`config.mk`:
```
export PLATFORM = sky130hd
export DESIGN_NAME = msp_frame_receiver
export DESIGN_NICKNAME = d
export VERILOG_FILES = /design/src/hw/rtl/mspfr_pkg.sv /design/src/hw/rtl/msp_frame_receiver.sv /design/src/hw/rtl/mspfr_parser.sv
export VERILOG_INCLUDE_DIRS = /design/src /design/src/hw/rtl
export SDC_FILE = /design/constraint.sdc
export NUM_CORES = 1
export LEC_CHECK = 0
export ABC_AREA = 1
export BUFFER_PORTS_ARGS = -buffer_cell sky130_fd_sc_hd__clkbuf_2
export CAP_MARGIN = 5
export CORE_MARGIN = 4
export CORE_UTILIZATION = 40
export CTS_CLUSTER_DIAMETER = 150
export CTS_CLUSTER_SIZE = 14
export DETAILED_ROUTE_END_ITERATION = 10
export PLACE_DENSITY = 0.56
export SLEW_MARGIN = 30
export SYNTH_ARGS = -nofsm -noshare
export SYNTH_HDL_FRONTEND = slang
export SYNTH_SLANG_ARGS = --single-unit
```
`constraint.sdc`:
```
create_clock -name i_clk -period 3.8 [get_ports i_clk]
set_clock_uncertainty 0.15 [all_clocks]
set_input_delay 0.38 -clock i_clk [delete_from_list [all_inputs] [get_ports i_clk]]
set_output_delay 0.38 -clock i_clk [all_outputs]
set_load 0.005 [all_outputs]
```
`src/hw/rtl/assert_macros.svh`:
```
// Assertion macros used by msp_frame_receiver.
// No dependencies.
`ifndef ASSERT_MACROS_SVH
`define ASSERT_MACROS_SVH

// same-cycle implication
`define ASSERT_IMPLIES(label, clk, rst_n, ante, cons, msg) \
    label: assert property (@(posedge clk) disable iff (!rst_n) (ante) |-> (cons)) \
        else $error(msg);

// next-cycle implication
`define ASSERT_NEXT(label, clk, rst_n, ante, cons, msg) \
    label: assert property (@(posedge clk) disable iff (!rst_n) (ante) |=> (cons)) \
        else $error(msg);

`endif

```
`src/hw/rtl/mspfr_pkg.sv`:
```
// Types, constants and the CRC-8 DVB-S2 step for the MSP frame receiver.
// No dependencies.
package mspfr_pkg;

    localparam int unsigned MAX_PAYLOAD_BYTES = 256;
    localparam int unsigned OFS_W = $clog2(MAX_PAYLOAD_BYTES + 1);
    localparam int unsigned HDR_DEPTH = 7;

    localparam logic [7:0] CH_DOLLAR = 8'h24;
    localparam logic [7:0] CH_M      = 8'h4D;
    localparam logic [7:0] CH_X      = 8'h58;
    localparam logic [7:0] CH_LT     = 8'h3C;
    localparam logic [7:0] CH_HASH   = 8'h23;

    localparam logic [7:0] CMD_TUNNEL     = 8'hFF;
    localparam logic [7:0] TUNNEL_MIN_LEN = 8'd6;
    localparam logic [7:0] CRC_POLY       = 8'hD5;
    localparam logic [7:0] REBOOT_CHAR_RST = 8'd82;

    typedef enum logic [3:0] {
        S_IDLE    = 4'd0,
        S_START   = 4'd1,
        S_GOT_M   = 4'd2,
        S_GOT_X   = 4'd3,
        S_HDR_V1  = 4'd4,
        S_PAY_V1  = 4'd5,
        S_CK_V1   = 4'd6,
        S_HDR_TUN = 4'd7,
        S_PAY_TUN = 4'd8,
        S_CK_TUN  = 4'd9,
        S_HDR_V2  = 4'd10,
        S_PAY_V2  = 4'd11,
        S_CK_V2   = 4'd12
    } t_state;

    typedef enum logic [1:0] {
        VER_V1  = 2'd0,
        VER_TUN = 2'd1,
        VER_V2  = 2'd2
    } t_version;

    typedef enum logic [1:0] {
        STAT_NONE    = 2'd0,
        STAT_GOOD    = 2'd1,
        STAT_BAD_CK  = 2'd2,
        STAT_ABANDON = 2'd3
    } t_status;

    typedef enum logic [1:0] {
        REQ_NONE   = 2'd0,
        REQ_CLI    = 2'd1,
        REQ_REBOOT = 2'd2
    } t_request;

    typedef enum logic {
        CFG_DETECT_NON_MSP = 1'b0,
        CFG_REBOOT_CHAR    = 1'b1
    } t_cfg_reg;

    typedef struct packed {
        logic        consumed;
        logic        payload_valid;
        logic [7:0]  payload_byte;
        logic [7:0]  payload_index;
        t_status     frame_status;
        logic [1:0]  frame_version;
        logic [15:0] command_code;
        logic [7:0]  frame_flags;
        logic [8:0]  payload_length;
        t_request    special_request;
    } t_result;

    function automatic logic [7:0] crc8_d5_update(input logic [7:0] crc, input logic [7:0] b);
        logic [7:0] v;
        v = crc ^ b;
        for (int i = 0; i < 8; i++) begin
            v = v[7] ? ((v << 1) ^ CRC_POLY) : (v << 1);
        end
        return v;
    endfunction

endpackage

```
`src/hw/rtl/msp_frame_receiver.sv`:
```
// Top level of the MSP frame receiver: input register, config registers, result register.
// Depends on mspfr_pkg, mspfr_parser and assert_macros.svh.
//
//  channel | direction | handshake              | payload
//  --------+-----------+------------------------+-----------------------------------
//  rx      | in        | i_in_valid / o_in_stall | i_rx_byte
//  result  | out       | o_out_valid / i_out_stall | o_consumed .. o_special_request
//  cfg     | in        | i_cfg_valid / o_cfg_ready | i_cfg_index, i_cfg_data
//
// One byte per cycle sustained while the result is not stalled; a byte passes the input
// register, then parser logic into the result register.
// Reset is synchronous, active low; the parser returns to idle.
// A stalled result holds; the input stage stalls only while both stages are full
// and the result is stalled.
`include "assert_macros.svh"

module msp_frame_receiver (
    input  logic        i_clk,
    input  logic        i_rst_n,
    input  logic        i_in_valid,
    output logic        o_in_stall,
    input  logic [7:0]  i_rx_byte,
    output logic        o_out_valid,
    input  logic        i_out_stall,
    output logic        o_consumed,
    output logic        o_payload_valid,
    output logic [7:0]  o_payload_byte,
    output logic [7:0]  o_payload_index,
    output logic [1:0]  o_frame_status,
    output logic [1:0]  o_frame_version,
    output logic [15:0] o_command_code,
    output logic [7:0]  o_frame_flags,
    output logic [8:0]  o_payload_length,
    output logic [1:0]  o_special_request,
    input  logic        i_cfg_valid,
    output logic        o_cfg_ready,
    input  logic        i_cfg_index,
    input  logic [7:0]  i_cfg_data
);
    import mspfr_pkg::*;

    logic       r_in_valid;
    logic [7:0] r_in_byte;
    logic       r_out_valid;
    t_result    r_out;
    logic       r_detect_non_msp;
    logic [7:0] r_reboot_char;

    logic       w_out_free;
    logic       w_advance;
    t_result    w_result;
    t_cfg_reg   w_cfg_reg;

    assign w_out_free = !r_out_valid || !i_out_stall;
    assign w_advance  = r_in_valid && w_out_free;
    assign o_in_stall = r_in_valid && !w_out_free;
    assign o_cfg_ready = 1'b1;
    assign w_cfg_reg  = t_cfg_reg'(i_cfg_index);

    mspfr_parser u_parser (
        .i_clk            (i_clk),
        .i_rst_n          (i_rst_n),
        .i_advance        (w_advance),
        .i_rx_byte        (r_in_byte),
        .i_detect_non_msp (r_detect_non_msp),
        .i_reboot_char    (r_reboot_char),
        .o_result         (w_result)
    );

    always_ff @(posedge i_clk) begin
        if (!i_rst_n) begin
            r_in_valid <= 1'b0;
        end else if (!o_in_stall) begin
            r_in_valid <= i_in_valid;
        end
    end

    always_ff @(posedge i_clk) begin
        if (!o_in_stall && i_in_valid) begin
            r_in_byte <= i_rx_byte;
        end
    end

    always_ff @(posedge i_clk) begin
        if (!i_rst_n) begin
            r_out_valid <= 1'b0;
        end else if (w_out_free) begin
            r_out_valid <= r_in_valid;
        end
    end

    always_ff @(posedge i_clk) begin
        if (w_advance) begin
            r_out <= w_result;
        end
    end

    always_ff @(posedge i_clk) begin
        if (!i_rst_n) begin
            r_detect_non_msp <= 1'b0;
            r_reboot_char    <= REBOOT_CHAR_RST;
        end else if (i_cfg_valid && o_cfg_ready) begin
            unique case (w_cfg_reg)
                CFG_DETECT_NON_MSP: r_detect_non_msp <= i_cfg_data[0];
                CFG_REBOOT_CHAR:    r_reboot_char    <= i_cfg_data;
            endcase
        end
    end

    assign o_out_valid       = r_out_valid;
    assign o_consumed        = r_out.consumed;
    assign o_payload_valid   = r_out.payload_valid;
    assign o_payload_byte    = r_out.payload_byte;
    assign o_payload_index   = r_out.payload_index;
    assign o_frame_status    = r_out.frame_status;
    assign o_frame_version   = r_out.frame_version;
    assign o_command_code    = r_out.command_code;
    assign o_frame_flags     = r_out.frame_flags;
    assign o_payload_length  = r_out.payload_length;
    assign o_special_request = r_out.special_request;

    `ASSERT_IMPLIES(a_pay_consumed, i_clk, i_rst_n, o_out_valid && o_payload_valid, o_consumed && o_frame_status == STAT_NONE, "payload byte not consumed or ends a frame")
    `ASSERT_IMPLIES(a_req_unconsumed, i_clk, i_rst_n, o_out_valid && o_special_request != REQ_NONE, !o_consumed && o_frame_status == STAT_NONE, "request raised on a parsed byte")
    `ASSERT_IMPLIES(a_status_consumed, i_clk, i_rst_n, o_out_valid && o_frame_status != STAT_NONE, o_consumed && !o_payload_valid, "frame end on an unparsed byte")
    `ASSERT_NEXT(a_in_hold, i_clk, i_rst_n, r_in_valid && !w_out_free, r_in_valid && $stable(r_in_byte), "held input byte lost")

endmodule

```
`src/hw/rtl/mspfr_parser.sv`:
```
// MSP frame parser: state, header capture, XOR and CRC sums, per-byte result.
// Depends on mspfr_pkg.
module mspfr_parser (
    input  logic                i_clk,
    input  logic                i_rst_n,
    input  logic                i_advance,
    input  logic [7:0]          i_rx_byte,
    input  logic                i_detect_non_msp,
    input  logic [7:0]          i_reboot_char,
    output mspfr_pkg::t_result  o_result
);
    import mspfr_pkg::*;

    t_state                 r_state, n_state;
    logic [OFS_W-1:0]       r_offset, n_offset;
    logic [7:0]             r_xor, n_xor;
    logic [7:0]             r_crc, n_crc;
    t_version               r_version, n_version;
    logic [OFS_W-1:0]       r_size, n_size;
    logic [15:0]            r_command, n_command;
    logic [7:0]             r_flags, n_flags;
    logic [7:0]             r_hdr [HDR_DEPTH];

    logic                   w_hdr_we;
    logic [2:0]             w_hdr_idx;
    logic [7:0]             w_crc_step;
    logic [OFS_W-1:0]       w_ofs_inc;
    logic [15:0]            w_ofs16;
    logic [15:0]            w_size16;
    logic [15:0]            w_v2_size;
    logic [15:0]            w_tun_size;

    assign w_crc_step = crc8_d5_update(r_crc, i_rx_byte);
    assign w_ofs_inc  = r_offset + OFS_W'(1);
    assign w_ofs16    = 16'(r_offset);
    assign w_size16   = 16'(r_size);
    assign w_hdr_idx  = w_ofs16[2:0];
    assign w_v2_size  = {i_rx_byte, r_hdr[3]};
    assign w_tun_size = {i_rx_byte, r_hdr[5]};

    // next state and datapath
    always_comb begin
        n_state   = r_state;
        n_offset  = r_offset;
        n_xor     = r_xor;
        n_crc     = r_crc;
        n_version = r_version;
        n_size    = r_size;
        n_command = r_command;
        n_flags   = r_flags;
        w_hdr_we  = 1'b0;
        unique case (r_state)
            S_START: begin
                if (i_rx_byte == CH_M) begin
                    n_state = S_GOT_M;
                end else if (i_rx_byte == CH_X) begin
                    n_state = S_GOT_X;
                end else begin
                    n_state = S_IDLE;
                end
            end
            S_GOT_M: begin
                n_state = S_IDLE;
                if (i_rx_byte == CH_LT) begin
                    n_offset = '0;
                    n_xor    = '0;
                    n_crc    = '0;
                    n_state  = S_HDR_V1;
                end
            end
            S_GOT_X: begin
                n_state = S_IDLE;
                if (i_rx_byte == CH_LT) begin
                    n_offset  = '0;
                    n_crc     = '0;
                    n_version = VER_V2;
                    n_state   = S_HDR_V2;
                end
            end
            S_HDR_V1: begin
                w_hdr_we = (w_ofs16 < 16'(HDR_DEPTH));
                n_offset = w_ofs_inc;
                n_xor    = r_xor ^ i_rx_byte;
                if (w_ofs16 == 16'd1) begin
                    if (16'(r_hdr[0]) > 16'(MAX_PAYLOAD_BYTES)) begin
                        n_state = S_IDLE;
                    end else if (i_rx_byte == CMD_TUNNEL) begin
                        if (r_hdr[0] >= TUNNEL_MIN_LEN) begin
                            n_version = VER_TUN;
                            n_state   = S_HDR_TUN;
                        end else begin
                            n_state = S_IDLE;
                        end
                    end else begin
                        n_size    = OFS_W'(r_hdr[0]);
                        n_command = 16'(i_rx_byte);
                        n_flags   = '0;
                        n_offset  = '0;
                        n_state   = (r_hdr[0] != 8'd0) ? S_PAY_V1 : S_CK_V1;
                    end
                end
            end
            S_HDR_TUN: begin
                w_hdr_we = (w_ofs16 < 16'(HDR_DEPTH));
                n_offset = w_ofs_inc;
                n_xor    = r_xor ^ i_rx_byte;
                n_crc    = w_crc_step;
                if (w_ofs16 == 16'd6) begin
                    if (w_tun_size > 16'(MAX_PAYLOAD_BYTES)) begin
                        n_state = S_IDLE;
                    end else begin
                        n_size    = OFS_W'(w_tun_size);
                        n_flags   = r_hdr[2];
                        n_command = {r_hdr[4], r_hdr[3]};
                        n_offset  = '0;
                        n_state   = (w_tun_size != 16'd0) ? S_PAY_TUN : S_CK_TUN;
                    end
                end
            end
            S_HDR_V2: begin
                w_hdr_we = (w_ofs16 < 16'(HDR_DEPTH));
                n_offset = w_ofs_inc;
                n_crc    = w_crc_step;
                if (w_ofs16 == 16'd4) begin
                    if (w_v2_size > 16'(MAX_PAYLOAD_BYTES)) begin
                        n_state = S_IDLE;
                    end else begin
                        n_size    = OFS_W'(w_v2_size);
                        n_flags   = r_hdr[0];
                        n_command = {r_hdr[2], r_hdr[1]};
                        n_offset  = '0;
                        n_state   = (w_v2_size != 16'd0) ? S_PAY_V2 : S_CK_V2;
                    end
                end
            end
            S_PAY_V1: begin
                n_xor    = r_xor ^ i_rx_byte;
                n_offset = w_ofs_inc;
                if (w_ofs_inc == r_size) begin
                    n_state = S_CK_V1;
                end
            end
            S_PAY_TUN: begin
                n_xor    = r_xor ^ i_rx_byte;
                n_crc    = w_crc_step;
                n_offset = w_ofs_inc;
                if (w_ofs_inc == r_size) begin
                    n_state = S_CK_TUN;
                end
            end
            S_PAY_V2: begin
                n_crc    = w_crc_step;
                n_offset = w_ofs_inc;
                if (w_ofs_inc == r_size) begin
                    n_state = S_CK_V2;
                end
            end
            S_CK_TUN: begin
                n_xor   = r_xor ^ i_rx_byte;
                n_state = (r_crc == i_rx_byte) ? S_CK_V1 : S_IDLE;
            end
            S_CK_V1, S_CK_V2: begin
                n_state = S_IDLE;
            end
            default: begin
                n_state = S_IDLE;
                if (i_rx_byte == CH_DOLLAR) begin
                    n_version = VER_V1;
                    n_state   = S_START;
                end
            end
        endcase
    end

    // per-byte result
    always_comb begin
        o_result                 = '0;
        o_result.consumed        = 1'b1;
        o_result.frame_status    = STAT_NONE;
        o_result.special_request = REQ_NONE;
        unique case (r_state)
            S_START, S_GOT_M, S_GOT_X: begin
            end
            S_HDR_V1: begin
                if (w_ofs16 == 16'd1) begin
                    if (16'(r_hdr[0]) > 16'(MAX_PAYLOAD_BYTES)) begin
                        o_result.frame_status = STAT_ABANDON;
                    end else if (i_rx_byte == CMD_TUNNEL && r_hdr[0] < TUNNEL_MIN_LEN) begin
                        o_result.frame_status = STAT_ABANDON;
                    end
                end
            end
            S_HDR_TUN: begin
                if (w_ofs16 == 16'd6 && w_tun_size > 16'(MAX_PAYLOAD_BYTES)) begin
                    o_result.frame_status = STAT_ABANDON;
                end
            end
            S_HDR_V2: begin
                if (w_ofs16 == 16'd4 && w_v2_size > 16'(MAX_PAYLOAD_BYTES)) begin
                    o_result.frame_status = STAT_ABANDON;
                end
            end
            S_PAY_V1, S_PAY_TUN, S_PAY_V2: begin
                o_result.payload_valid = 1'b1;
                o_result.payload_byte  = i_rx_byte;
                o_result.payload_index = w_ofs16[7:0];
            end
            S_CK_TUN: begin
                if (r_crc != i_rx_byte) begin
                    o_result.frame_status = STAT_BAD_CK;
                end
            end
            S_CK_V1: begin
                o_result.frame_status = (r_xor == i_rx_byte) ? STAT_GOOD : STAT_BAD_CK;
            end
            S_CK_V2: begin
                o_result.frame_status = (r_crc == i_rx_byte) ? STAT_GOOD : STAT_BAD_CK;
            end
            default: begin
                if (i_rx_byte != CH_DOLLAR) begin
                    o_result.consumed = 1'b0;
                    if (i_detect_non_msp) begin
                        if (i_rx_byte == CH_HASH) begin
                            o_result.special_request = REQ_CLI;
                        end else if (i_rx_byte == i_reboot_char) begin
                            o_result.special_request = REQ_REBOOT;
                        end
                    end
                end
            end
        endcase
        if (o_result.frame_status != STAT_NONE) begin
            o_result.frame_version = r_version;
        end
        if (o_result.frame_status == STAT_GOOD || o_result.frame_status == STAT_BAD_CK) begin
            o_result.command_code   = r_command;
            o_result.frame_flags    = r_flags;
            o_result.payload_length = w_size16[8:0];
        end
    end

    always_ff @(posedge i_clk) begin
        if (!i_rst_n) begin
            r_state   <= S_IDLE;
            r_offset  <= '0;
            r_xor     <= '0;
            r_crc     <= '0;
            r_version <= VER_V1;
            r_size    <= '0;
            r_command <= '0;
            r_flags   <= '0;
        end else if (i_advance) begin
            r_state   <= n_state;
            r_offset  <= n_offset;
            r_xor     <= n_xor;
            r_crc     <= n_crc;
            r_version <= n_version;
            r_size    <= n_size;
            r_command <= n_command;
            r_flags   <= n_flags;
        end
    end

    always_ff @(posedge i_clk) begin
        if (i_advance && w_hdr_we) begin
            r_hdr[w_hdr_idx] <= i_rx_byte;
        end
    end

endmodule
```
; ---- Word level (Yosys, flattened, before mapping)
; Memory sizes are Yosys's and may differ from the RTL's.
; Index checks and enable logic that the tools add are counted.
[word_totals]
reg_bits = 140
latch_bits = 0
mem_bits_rw = 56
romBits = 0
in_bits = 22
out_inout_bits = 60
wordCells = 209
mem_count = 1
[memory_table]
columns = name, depth, width, rd, rd_ports_with_merged_regs, wr, line
row1 = u_parser.r_hdr, 7, 8, 6, 0, 1, mspfr_parser.sv:22  ; logic [7:0] r_hdr [HDR_DEPTH];
[op_classes]
add_sub_neg = 1
n_mul = 0
div_mod_pow = 0
order_cmp = 5
n_eq_ne = 43
n_shift = 0
mux = 81
bitwise_logic = 14
reduce_logical = 40
[ops]
columns = operator, n
row1 = two-way mux 8 bit, 15
row2 = two-way mux 9 bit, 13
row3 = two-way mux 16 bit, 6
row4 = one-hot mux 16 bit (3 select lines), 1
row5 = one-hot mux 9 bit (5 select lines), 1
row6 = two-way mux 4 bit, 11
row7 = one-hot mux 4 bit (11 select lines), 1
row8 = NOT 5 bit, 8
row9 = "greater-than comparator 16 x 9 -> 1 bit, second input constant", 2
row10 = one-hot mux 8 bit (2 select lines), 2
row11 = nonzero test 16 bit, 2
row12 = two-way mux 2 bit, 15
row13 = one-hot mux 9 bit (3 select lines), 1
row14 = "equality test 8 x 6 -> 1 bit, second input constant", 3
row15 = equality test 8 bit, 3
row16 = one-hot mux 8 bit (3 select lines), 1
row17 = "!= test 2 x 1 -> 1 bit, second input constant", 11
row18 = "equality test 4 bit, second input constant", 5
row19 = "equality test 9 x 3 -> 1 bit, second input constant", 2
row20 = two-way mux 17 bit, 1
row21 = "equality test 4 x 3 -> 1 bit, second input constant", 4
row22 = "equality test 8 x 7 -> 1 bit, second input constant", 2
row23 = XOR 8 bit, 2
row24 = OR reduction 15 bit, 1
row25 = 37 further kinds, 71

; ---- Longest topological paths before layout
; Gate-level depths: netlist (run 1).
[depth]
depth_word = 18
depth_mapped = 21
depth_no_buf = 20

; ---- Hierarchy
; A second synthesis (run 1) with hierarchy kept.
[unflattened]
hier_cells = 1119
hier_area_um2 = 9390.3
[by_module_without_submodules]
columns = module, n_inst, cells_each, area_each_um2, seq_area_each_um2
row1 = mspfr_parser, 1, 997, 7010.5, 2722.6
row2 = msp_frame_receiver, 1, 122, 2379.8, 2172.1

; ---- Worst setup path before layout (run 1)
; Ideal clock, no wire load.
[synth_path]
kind = input to register
startpoint = in i_out_stall
endpoint = mem u_parser.r_hdr[0][0] (enable)
arrival_time_ns = 2.881
path_slack_ns = 0.386
cell_stages = 7
n_path_buf = 0
cell_sequence = nand2_1 -> nand2_1 -> inv_1 -> nand2_2 -> nor3_1 -> nand2_1 -> nor3_1
[synth_via]
elab_chain_cells = 6
[synth_lines]
columns = element, line
row1 = start: declaration, msp_frame_receiver.sv:24  ; input logic i_out_stall,
row2 = logical NOT 1 bit, msp_frame_receiver.sv:54  ; assign w_out_free = !r_out_valid || !i_out_stall;
row3 = logical OR 1 bit, msp_frame_receiver.sv:54
row4 = logical AND 1 bit, msp_frame_receiver.sv:55  ; assign w_advance = r_in_valid && w_out_free;
row5 = named net u_parser.i_advance, mspfr_parser.sv:6  ; input logic i_advance,
row6 = logical AND 1 bit, mspfr_parser.sv:265  ; if (i_advance && w_hdr_we) begin
row7 = two-way mux 1 bit, mspfr_parser.sv:265
row8 = two-way mux 1 bit (implied by the code), mspfr_parser.sv:266  ; r_hdr[w_hdr_idx] <= i_rx_byte;
row9 = end: declaration, mspfr_parser.sv:22
; The timed path passes the listed nets, and every way through them passes these cells.

; ---- Final worst setup path (run 1)
[layout_path]
startpoint = reg r_in_byte[4]
endpoint = reg r_out, in the netlist o_command_code[10] (data pin)
[layout_via]
elab_chain_cells = 7
word_cells_on_any_way = 20
classes_between = 2 x order compare / 6 x eq/ne / 8 x mux / 4 x reduce/logical
[layout_lines]
columns = element, line
row1 = start: declaration, msp_frame_receiver.sv:43  ; logic [7:0] r_in_byte;
row2 = start signal: assignment, msp_frame_receiver.sv:80  ; r_in_byte <= i_rx_byte;
row3 = "parallel branches: the longest is 4 deep, another holds greater-than comparator 16 x 9 -> 1 bit", n/a
row4 = one-hot mux 2 bit (6 select lines) (*), mspfr_parser.sv:181  ; unique case (r_state)
row5 = equality test 2 x 1 -> 1 bit / equality test 2 bit (equally long branches), mspfr_parser.sv:235  ; if (o_result.frame_status == STAT_GOOD || o_result.frame_status == STAT_BAD_CK) begin
row6 = logical OR 1 bit (*), mspfr_parser.sv:235
row7 = end signal: assignment, msp_frame_receiver.sv:94  ; r_out <= w_result;
row8 = end: declaration, msp_frame_receiver.sv:45  ; t_result r_out;
; Mark *: on every way between the ends.
; A chain may end at the register's enable or synchronous reset.

==> metrics.md, run 1 <==
| Metric | Value |
|---|---|
| Cell repeated most along the worst path | `nand2_1` |
| Die area | `0.0253 mm^2` |
| Share of layout cells above drive strength 1 | `16.6%` |
| Clk Tree Root Cell | `clkbuf_16` |
| TritonCTS clock tree | `done` |
| Most numerous cell in the Yosys netlist | `nand2_1` |
| Max-slew violation count | `0` |
| CP peak stage delay | `0.72 ns` |
| I/O pin count | `82` |
| Cell area after synthesis | `about 0.0091 mm^2` |
| Worst slew pin tran | `0.880 ns` |
| Synth cell count leaders | `nand2_1, inv_1, nor2_1` |
| Netlist cell types | `between 40 and 50` |
| Crit-path cells | `inv_1, nand2_1, nand2_1, nand2_1, nor3_1, nand2_1, o31ai_1, nor2_1, ha_2, nand2_1, inv_1` |
| Rows | `54` |
| Clock Path Buffers | `2` |
| Critical Path Source Type | `flop` |
| Worst path top cell family by delay | `simple AND/OR/NAND/NOR gates` |
| Synth Instances | `1,061` |
| Final #Nets | `1,180` |
| Routed Antenna Nets | `0` |
| Initial DRC count | `535` |
| Tmin final | `3.19 ns` |
| Vias in the first global route | `6,712` |
| DP HPWL | `16,400 um` |
| Post-place instance area | `~0.0098 mm^2` |
| Number of failing hold endpoints at the final stage | `0` |
| TritonCTS buffer count | `17` |
| Buffers on Ports | `80` |
| Static Leak | `approximately 4.6 nW` |
| Pwr Total | `4.74 mW` |
| Fmax | `314 MHz` |
| Synth Flop Type | `edfxtp_1` |
| Worst-Skew Late Latency | `0.45 ns` |
| Worst slew margin | `41.1%` |
| Tot GR Track Use | `between 15 and 20%` |
| Post-synthesis sequential area ratio | `53.7%` |
| Period utilization | `around 84%` |
| Starting density of the core | `41.3%` |
| Area contributors post-synth | `edfxtp_1, dfxtp_1, nand2_1, inv_1, nor2_1` |
| Routability cong. | `0.881` |
| Mapped Nets | `1,089` |
| Largest net degree at the start of global routing | `49` |
| Max-cap viol count | `0` |
| CP max FO | `33` |
| Ant diodes | `0` |
| Post-synth EDFFs | `about 110` |
| Critical path class | `flop to flop` |
| Area leader, netlist | `edfxtp_1` |
| Post-CTS Repair Setup Buffers | `0` |
| Setup TNS | `0 ns` |
| Status | `completed` |
| Clock-pin slew of the registers on the worst-case setup and hold paths | `about 0.08 ns` |
| DRC viols | `0` |
| WL/cell | `approximately 16 um` |
| Die W | `159 um` |
| Post-route cell area | `0.0105 mm^2` |
| Critical Path RT | `3.96 ns` |
| Worst Hold Class | `input port to flop` |
| Total core area | `0.0221 mm^2` |
| WP buf/inv | `2` |
| Unrepaired setup endpoints after global routing | `false` |
| Critical Path AT | `3.35 ns` |
| P&R area growth vs syn | `15.3%` |
| First-pass detailed-route iteration total | `7` |
| H-tree Lvls | `4` |
| First-pass GRT wire length | `~36,000 um` |
| Die Ht | `~160 um` |
| Crit end category | `flop` |
| Post-synth ARST share | `0%` |
| Setup violators final | `0` |
| Critical-path top delay cell | `ha_2` |
| Clock sinks | `188` |
| Gr ovfl total | `0` |
| Via density per instance | `5.04` |
| Seq cells post-synth | `188` |
| Synth warnings | `0` |
| Peak VDD IR | `0.292 mV` |
| Cell area power density | `around 450 mW/mm^2` |
| DR vias | `7,287` |
| Initial antenna violation count | `0` |
| Mapped Avg Cell Area | `8.60 um^2` |
| Yosys top cell area share | `37.2%` |
| Post-Route WL | `22,400 um` |
[cell families (layout without fill, tap and decap cells)]
kind of cell | Yosys count | count (layout) | share of synthesized area (%)
buffers and inverters | 190 | 294 | 8.98
XOR/XNOR | 25 | 25 | 2.40
other | 1 | 1 | 0.0411
adder cells (fa/ha/maj) | 6 | 6 | 0.823
AND/OR/NAND/NOR | 503 | 503 | 24.9
AO/OA/AOI/OAI | 148 | 148 | 9.23
flip-flops | 188 | 188 | 53.7
[cell usage in the layout (no fill, tap or decap), drive strengths merged, types with 6 or more instances in the layout]
| cell | Yosys | routed |
|---|---|---|
| dlygate4sd3 | 0 | 11 |
| a22oi | 8 | 8 |
| buf | 21 | 20 |
| o22ai | 11 | 11 |
| o21ai | 63 | 63 |
| nor2 | 142 | 142 |
| edfxtp | 113 | 113 |
| a221oi | 15 | 15 |
| nor3 | 15 | 15 |
| nand3 | 57 | 57 |
| nor4 | 10 | 10 |
| clkinv | 2 | 7 |
| xor2 | 19 | 19 |
| dfxtp | 75 | 75 |
| nand4 | 13 | 13 |
| clkbuf | 18 | 97 |
| inv | 149 | 158 |
| ha | 6 | 6 |
| nand2 | 261 | 261 |
| a21oi | 48 | 48 |
| xnor2 | 6 | 6 |
[report_power, final]
| part | total (mW) | switching (mW) | internal (mW) |
|---|---|---|---|
| registers | 2.29 | 0.0585 | 2.23 |
| logic | 0.602 | 0.398 | 0.204 |
| clock network | 1.85 | 0.933 | 0.917 |
| total | 4.74 | 1.39 | 3.35 |
[per-layer routing]
layer / part of all wire (%) / routed length (um) / track usage, %
met5: 0 / 0 / 0
met4: 1.4 / 321 / 5.29
met3: 4.9 / 1100 / 2.93
met2: 47 / 10500 / 28.5
met1: 47 / 10500 / 25.0
[stage by stage]
step	util [%]	hold slack, ns	setup slack, ns	instances
after floorplan	-	0.280	0.386	1061
after global placement	44.2	0.301	0.357	1402
after detailed placement	44.2	0.312	0.609	1402
after CTS	47.6	0.0342	0.593	1445
after global routing	47.6	0.0613	0.380	1445
final	47.6	0.0335	0.614	1445
[worst register-to-register path: cells and delay by family (launching register included)]
family | cells | cell delay [ns]
buf+inv | 2 | 0.30
compound gates | 1 | 0.31
flops | 1 | 0.67
simple gates | 7 | 0.89
fa+ha+maj | 1 | 0.72
[registers in the layout, indices dropped and copies added (netlist names)]
signal              flops
u_parser.r_hdr         48
o_command_code         16
u_parser.r_command     16
o_payload_length        9
u_parser.r_offset       9
u_parser.r_size         9
o_frame_flags           8
o_payload_byte          8
o_payload_index         8
r_in_byte               8
r_reboot_char           8
u_parser.r_crc          8
u_parser.r_flags        8
u_parser.r_xor          8
u_parser.r_state        4
o_frame_status          2
o_frame_version         2
o_special_request       2
u_parser.r_version      2
o_consumed              1
o_out_valid             1
o_payload_valid         1
r_detect_non_msp        1
r_in_valid              1
[final cells by class]
cell class                 instances  area, um^2
clock inverter                    15         205
clock buffer                      17         425
sequential                       188        4890
fill                            2152       11600
multi-input combinational        683        3410
inverter                         151         569
timing repair buffer             111         661
tap                              280         350
[path summary, 6_finish.rpt]
check	slack [ns]	endpoint	start	cells past startpoint
worst min-delay path	0.03	r_reboot_char[2]	i_cfg_data[2]	3
worst max-delay path	0.61	o_command_code[10]	r_in_byte[4]	11
worst min register to register	0.32	u_parser.r_version[1]	u_parser.r_version[1]	2
worst max register to register	0.61	o_command_code[10]	r_in_byte[4]	11
[what timing repair did]
| action | in CTS | in global routing |
|---|---|---|
| hold buffers | 11 | 0 |
| endpoints found under the hold margin | 11 | 0 |
| resized for setup | 0 | 0 |
No activity file was read; power rests on OpenSTA's default activity.
==> run 2, diff against run 1 <==
Settings changed: PLACE_DENSITY 0.56 to 0.59.
Clock period 3.8 ns to 2.8 ns, I/O delays scaled along.
==> run 2 against run 1 <==
Against the previous run:
- the run now ends with negative hold slack left
- largest power group unchanged
- sequential cell count did not move
- worst hold slack got worse by 0.035 ns
- highest routed layer unchanged
- die area did not move
- count of clock-buffer cells in the layout rose by 1
==> metrics.md, run 2 (synthesis gave the netlist of run 1 again) <==
| Metric | Value |
|---|---|
| Status | `finished with violations` |
| Violated checks | `negative hold slack` |
| DRC viols | `0` |
| Switching share of power | `between 20% and 30%` |
| Critical Path Source Type | `flop` |
| Buffers on Ports | `80` |
| Critical path class | `flop to flop` |
| FILL cells | `2,089` |
| Rows | `54` |
| DR WL met2 | `11,300 um` |
| Most common cell after layout, fill and taps aside | `nand2_1` |
| Hold slack | `-0.00162 ns` |
| Clock-pin slew of the registers on the worst-case setup and hold paths | `about 0.080 ns` |
| Largest register FFs | `48` |
| Starting density of the core | `41.3%` |
| H-tree Lvls | `4` |
| Hold EP | `r_in_valid` |
| Gr ovfl total | `0` |
| Ant diodes | `0` |
| Unrepaired setup endpoints after global routing | `false` |
| Worst-Skew Late Latency | `0.44 ns` |
| Routed Antenna Nets | `0` |
| Share of layout cells above drive strength 1 | `19.6%` |
| R2r endpoint | `o_frame_flags[0]` |
| Critical Path AT | `roughly 2.7 ns` |
| Highest Signal Layer | `met4` |
| Net Sw Power | `1.85 mW` |
| Cell area power density | `593 mW/mm^2` |
| Clk Tree Root Cell | `clkbuf_16` |
| Non-Filler Instances | `1,489` |
| P_int | `approximately 4.6 mW` |
| Pre-CTS worst setup slack | `0.0586 ns` |
| Die Ht | `159 um` |
| P&R area growth vs syn | `19.8%` |
| Die area | `about 0.025 mm^2` |
| Final setup margin | `0.133 ns` |
| Reg2Reg Launch Point | `r_in_byte[3]` |
| Met1 WL | `10,700 um` |
| Tmin final | `2.67 ns` |
| CP max FO | `16` |
| Clock Path Buffers | `2` |
| Wire length on met3 | `1320 um` |
| I/O pin count | `82` |
| Clock sinks | `188` |
| Comb pwr share | `14.0%` |
| TritonCTS clock tree | `done` |
| Crit end category | `flop` |
| Total core area | `between 0.02 and 0.025 mm^2` |
| DP HPWL | `17,100 um` |
| Sequential share of power | `47.7%` |
| Via density per instance | `5.01` |
| Die W | `159 um` |
| Initial DRC count | `547` |
| Top reg by flops | `u_parser.r_hdr` |
| Hold Path Origin | `i_in_valid` |
| Most frequent cells in the layout | `nand2_1, inv_1, nor2_1, edfxtp_1, clkbuf_2` |
| FF-to-FF setup slack | `0.13 ns` |
| Power share of the clock group | `38.3%` |
| Peak VDD IR | `0.375 mV` |
| Worst Hold Class | `input port to flop` |
| Tot GR Track Use | `18.8%` |
| Hold Path Stages | `3` |
| Setup TNS | `0 ns` |
| Max-cap viol count | `0` |
| Largest net degree at the start of global routing | `56` |
| Post-Route WL | `23,800 um` |
| WL/cell | `between 15 and 20 um` |
| Initial antenna violation count | `0` |
| Final #Nets | `~1,200` |
| Placed insts | `1,432` |
| Number of failing hold endpoints at the final stage | `1` |
| First-pass GRT wire length | `38,100 um` |
| First-pass detailed-route iteration total | `5` |
| TritonCTS buffer count | `17` |
| Critical Path RT | `2.85 ns` |
| Worst slew pin tran | `0.737 ns` |
| DR vias | `about 7,500` |
| Setup violators final | `0` |
| Max-slew violation count | `0` |
| Worst slew margin | `50.9%` |
| Period utilization | `95.3%` |
| Static Leak | `about 5 nW` |
| R2R depth | `13` |
| Routability cong. | `0.947` |
| Fmax | `between 300 and 400 MHz` |
| Vias in the first global route | `~7,100` |
## run 2: cell types whose count changed in the layout (fill, tap and decap cells not counted), moves of 3 or more
cell           change
buf_4             +33
clkinv_8           -3
dlygate4sd3_1      +8
inv_12             -4
inv_8              +3
## run 2: metal layers
metal | GRT usage, % | vias up
met5 | 0 | -
met2 | 30.9 | 235
met3 | 3.73 | 33
met4 | 6.07 | 0
met1 | 25.0 | 3439
li1 | - | 3752
## run 2: area by class of cell
class / instances / area, um^2 / share of cell area (%)
sequential: 188 / 4890 / 44.8
multi-input combinational: 683 / 3460 / 31.7
timing repair buffer: 155 / 1040 / 9.56
inverter: 151 / 576 / 5.27
clock buffer: 18 / 429 / 3.93
tap: 280 / 350 / 3.21
clock inverter: 14 / 168 / 1.53
## run 2: through the flow
stage / util, % / hold WS [ns] / instance area (um^2) / total power, mW
final: 49.5 / -0.00162 / 10900 / 6.48
after global routing: 49.5 / 0.0159 / 10900 / 6.75
after CTS: 48.9 / 0.00273 / 10800 / 6.48
after detailed placement: 45.3 / 0.310 / 10000 / 4.01
after global placement: 45.3 / 0.297 / 10000 / 4.00
after floorplan: - / 0.229 / 9130 / 3.74
## run 2: power by group through the flow
stage	logic (mW)	clock network, mW	registers, mW
after floorplan	0.603	0	3.14
after global placement	0.844	0	3.16
after detailed placement	0.847	0	3.16
after CTS	0.872	2.51	3.10
after global routing	1.02	2.62	3.10
final	0.905	2.48	3.09
## run 2: worst max path at each step
stage,start,to,slack (ns),cells after the start
3_3_place_gp,r_in_byte[6],o_frame_flags[2],0.09,13
6_report,r_in_byte[3],o_frame_flags[0],0.13,13
2_1_floorplan,o_out_valid,u_parser.r_hdr[0][0],0.02,7
3_5_place_dp,r_in_byte[6],o_payload_length[4],0.06,13
4_1_cts,r_in_byte[6],o_payload_length[4],0.05,13
5_1_grt,r_in_byte[2],o_command_code[4],0.0008,10
## run 2: critical path, stage by stage (launching register included)
cell and delay, ns:
edfxtp_1 0.53, buf_4 0.21, inv_2 0.05, nand2_1 0.04, nand2_1 0.12, nand2_1 0.07, nor2_1 0.19, nand2_1 0.12
o31ai_2 0.29, nor2_2 0.09, ha_4 0.28, clkbuf_16 0.18, nand2_1 0.07, inv_1 0.04
## run 2: timing repair
action,4_1_cts,5_1_grt
hold endpoints to repair,18,0
setup endpoints to repair,0,56
hold buffers,19,0
buffers inserted,0,6
resized for setup,0,14
==> run 3, diff against run 2 <==
Settings changed: HOLD_SLACK_MARGIN set to 0.06.
==> run 3 against run 2 <==
Against the previous run:
- the flow now finishes without violations
- total power up 0.18%
- first-iteration DRC count down 3.7%
- die area unchanged
- sequential power about the same
- sequential cell count unchanged
- fmax up 0.19%
- highest routed layer unchanged
==> metrics.md, run 3 (synthesis gave the netlist of run 1 again) <==
| Metric | Value |
|---|---|
| H-tree Lvls | `4` |
| Clock-pin slew of the registers on the worst-case setup and hold paths | `0.08 ns` |
| Number of failing hold endpoints at the final stage | `0` |
| Static Leak | `4.86 nW` |
| Critical-path top delay cell | `edfxtp_1` |
| Post-Route WL | `23,900 um` |
| DP HPWL | `17,100 um` |
| Die Ht | `about 160 um` |
| Buffers on Ports | `80` |
| Worst Hold Class | `input port to flop` |
| Via density per instance | `~5` |
| Crit-path cells | `inv_1, nand2_1, nand2_1, nor3_1, nand2_1, o31ai_2, nor2_2, ha_4, clkbuf_16, nand2_1, inv_1` |
| Critical path class | `flop to flop` |
| Routed Antenna Nets | `0` |
| Clock sinks | `188` |
| Status | `completed` |
| Tot GR Track Use | `18.8%` |
| Most frequent cells in the layout | `nand2_1, inv_1, nor2_1, edfxtp_1, clkbuf_2` |
| Clk Tree Root Cell | `clkbuf_16` |
| TritonCTS buffer count | `17` |
| Peak VDD IR | `0.375 mV` |
| Share of layout cells above drive strength 1 | `19.6%` |
| Top reg by flops | `u_parser.r_hdr` |
| Max-slew violation count | `0` |
| Tmin final | `2.66 ns` |
| Worst-Skew Late Latency | `about 0.44 ns` |
| Critical Path RT | `2.85 ns` |
| First-pass detailed-route iteration total | `5` |
| Worst path top cell family by delay | `simple AND/OR/NAND/NOR gates` |
| Max-cap viol count | `0` |
| Largest register FFs | `48` |
| Largest net degree at the start of global routing | `56` |
| Crit end category | `flop` |
| Critical Path AT | `around 2.7 ns` |
| Cell repeated most along the worst path | `nand2_1` |
| Routability cong. | `0.947` |
| DRC viols | `0` |
| Worst slew pin tran | `~0.74 ns` |
| Worst slew margin | `50.8%` |
| CP max FO | `16` |
| Fmax | `376 MHz` |
| First-pass GRT wire length | `38,100 um` |
| Setup TNS | `0 ns` |
| WL/cell | `around 16 um` |
| Most common cell after layout, fill and taps aside | `nand2_1` |
| Unrepaired setup endpoints after global routing | `false` |
| P&R area growth vs syn | `19.9%` |
| Ant diodes | `0` |
| DR vias | `7,448` |
| Setup violators final | `0` |
| Post-layout util | `between 40% and 50%` |
| CP peak stage delay | `between 0.5 and 0.6 ns` |
| WP buf/inv | `3` |
| Period utilization | `95.1%` |
| Initial antenna violation count | `0` |
| Clock Path Buffers | `2` |
| Die W | `159 um` |
| Pwr Total | `6.49 mW` |
| Initial DRC count | `about 530` |
| Cell area power density | `594 mW/mm^2` |
| I/O pin count | `82` |
| Area occupied by multi-input gates | `around 0.0035 mm^2` |
| TritonCTS clock tree | `done` |
| Hold slack | `0.154 ns` |
| Rows | `54` |
| FILL cells | `2,088` |
| Final #Nets | `1,225` |
| Starting density of the core | `41.3%` |
| Die area | `0.0253 mm^2` |
| Gr ovfl total | `0` |
| Vias in the first global route | `7,149` |
| Total core area | `0.0221 mm^2` |
| Placed insts | `1,432` |
| Reg area | `approximately 0.005 mm^2` |
| Critical Path Source Type | `flop` |
| Non-Filler Instances | `1,490` |
-- run 3: cell types whose count changed in the layout (fill, tap and decap cells not counted) --
cell and change:
dlygate4sd3_1 +1
-- run 3: metal layers --
layer  GRT usage (%)  wire, um  vias to the layer above
met5               0         0                        -
li1                -         -                     3753
met4            6.07       537                        0
met3            3.73      1300                       32
met2            30.9     11200                      221
met1            25.0     10800                     3442
-- run 3: final cells by class --
class,count,share of cell area (%)
sequential,188,44.8
multi-input combinational,683,31.7
timing repair buffer,156,9.65
inverter,151,5.26
clock buffer,18,3.92
tap,280,3.20
clock inverter,14,1.53
-- run 3: tightest hold or removal path, cell delays in order --
cell      delay (ns)
clkbuf_2        0.09
nand2_1         0.20
nand2_1         0.08
nand3_1         0.07
-- run 3: what timing repair did --
| action | CTS | global route |
|---|---|---|
| hold buffers | 20 | 0 |
| hold endpoints to repair | 19 | 0 |
| resized for setup | 0 | 14 |
| setup buffers | 0 | 6 |
| endpoints found under the setup margin | 0 | 56 |
-- run 3: power breakdown --
| part | internal (mW) | total [mW] | switching (mW) |
|---|---|---|---|
| combinational | 0.324 | 0.907 | 0.583 |
| sequential | 3.02 | 3.09 | 0.0689 |
| clock | 1.29 | 2.49 | 1.20 |
-- run 3: final timing paths --
path	startpoint	end	slack, ns	depth (start not counted)
worst min-delay path	i_cfg_index	r_reboot_char[1]	0.15	4
worst max-delay path	r_in_byte[0]	o_frame_flags[0]	0.14	11
worst min register to register	u_parser.r_version[1]	u_parser.r_version[1]	0.32	2
worst max register to register	r_in_byte[0]	o_frame_flags[0]	0.14	11
-- run 3: metrics by stage --
step           setup slack (ns)  cell area, um^2
3_3_place_gp             0.0868            10000
6_report                  0.138            10900
3_5_place_dp             0.0586            10000
5_1_grt                0.000802            10900
2_1_floorplan            0.0245             9130
4_1_cts                  0.0478            10800
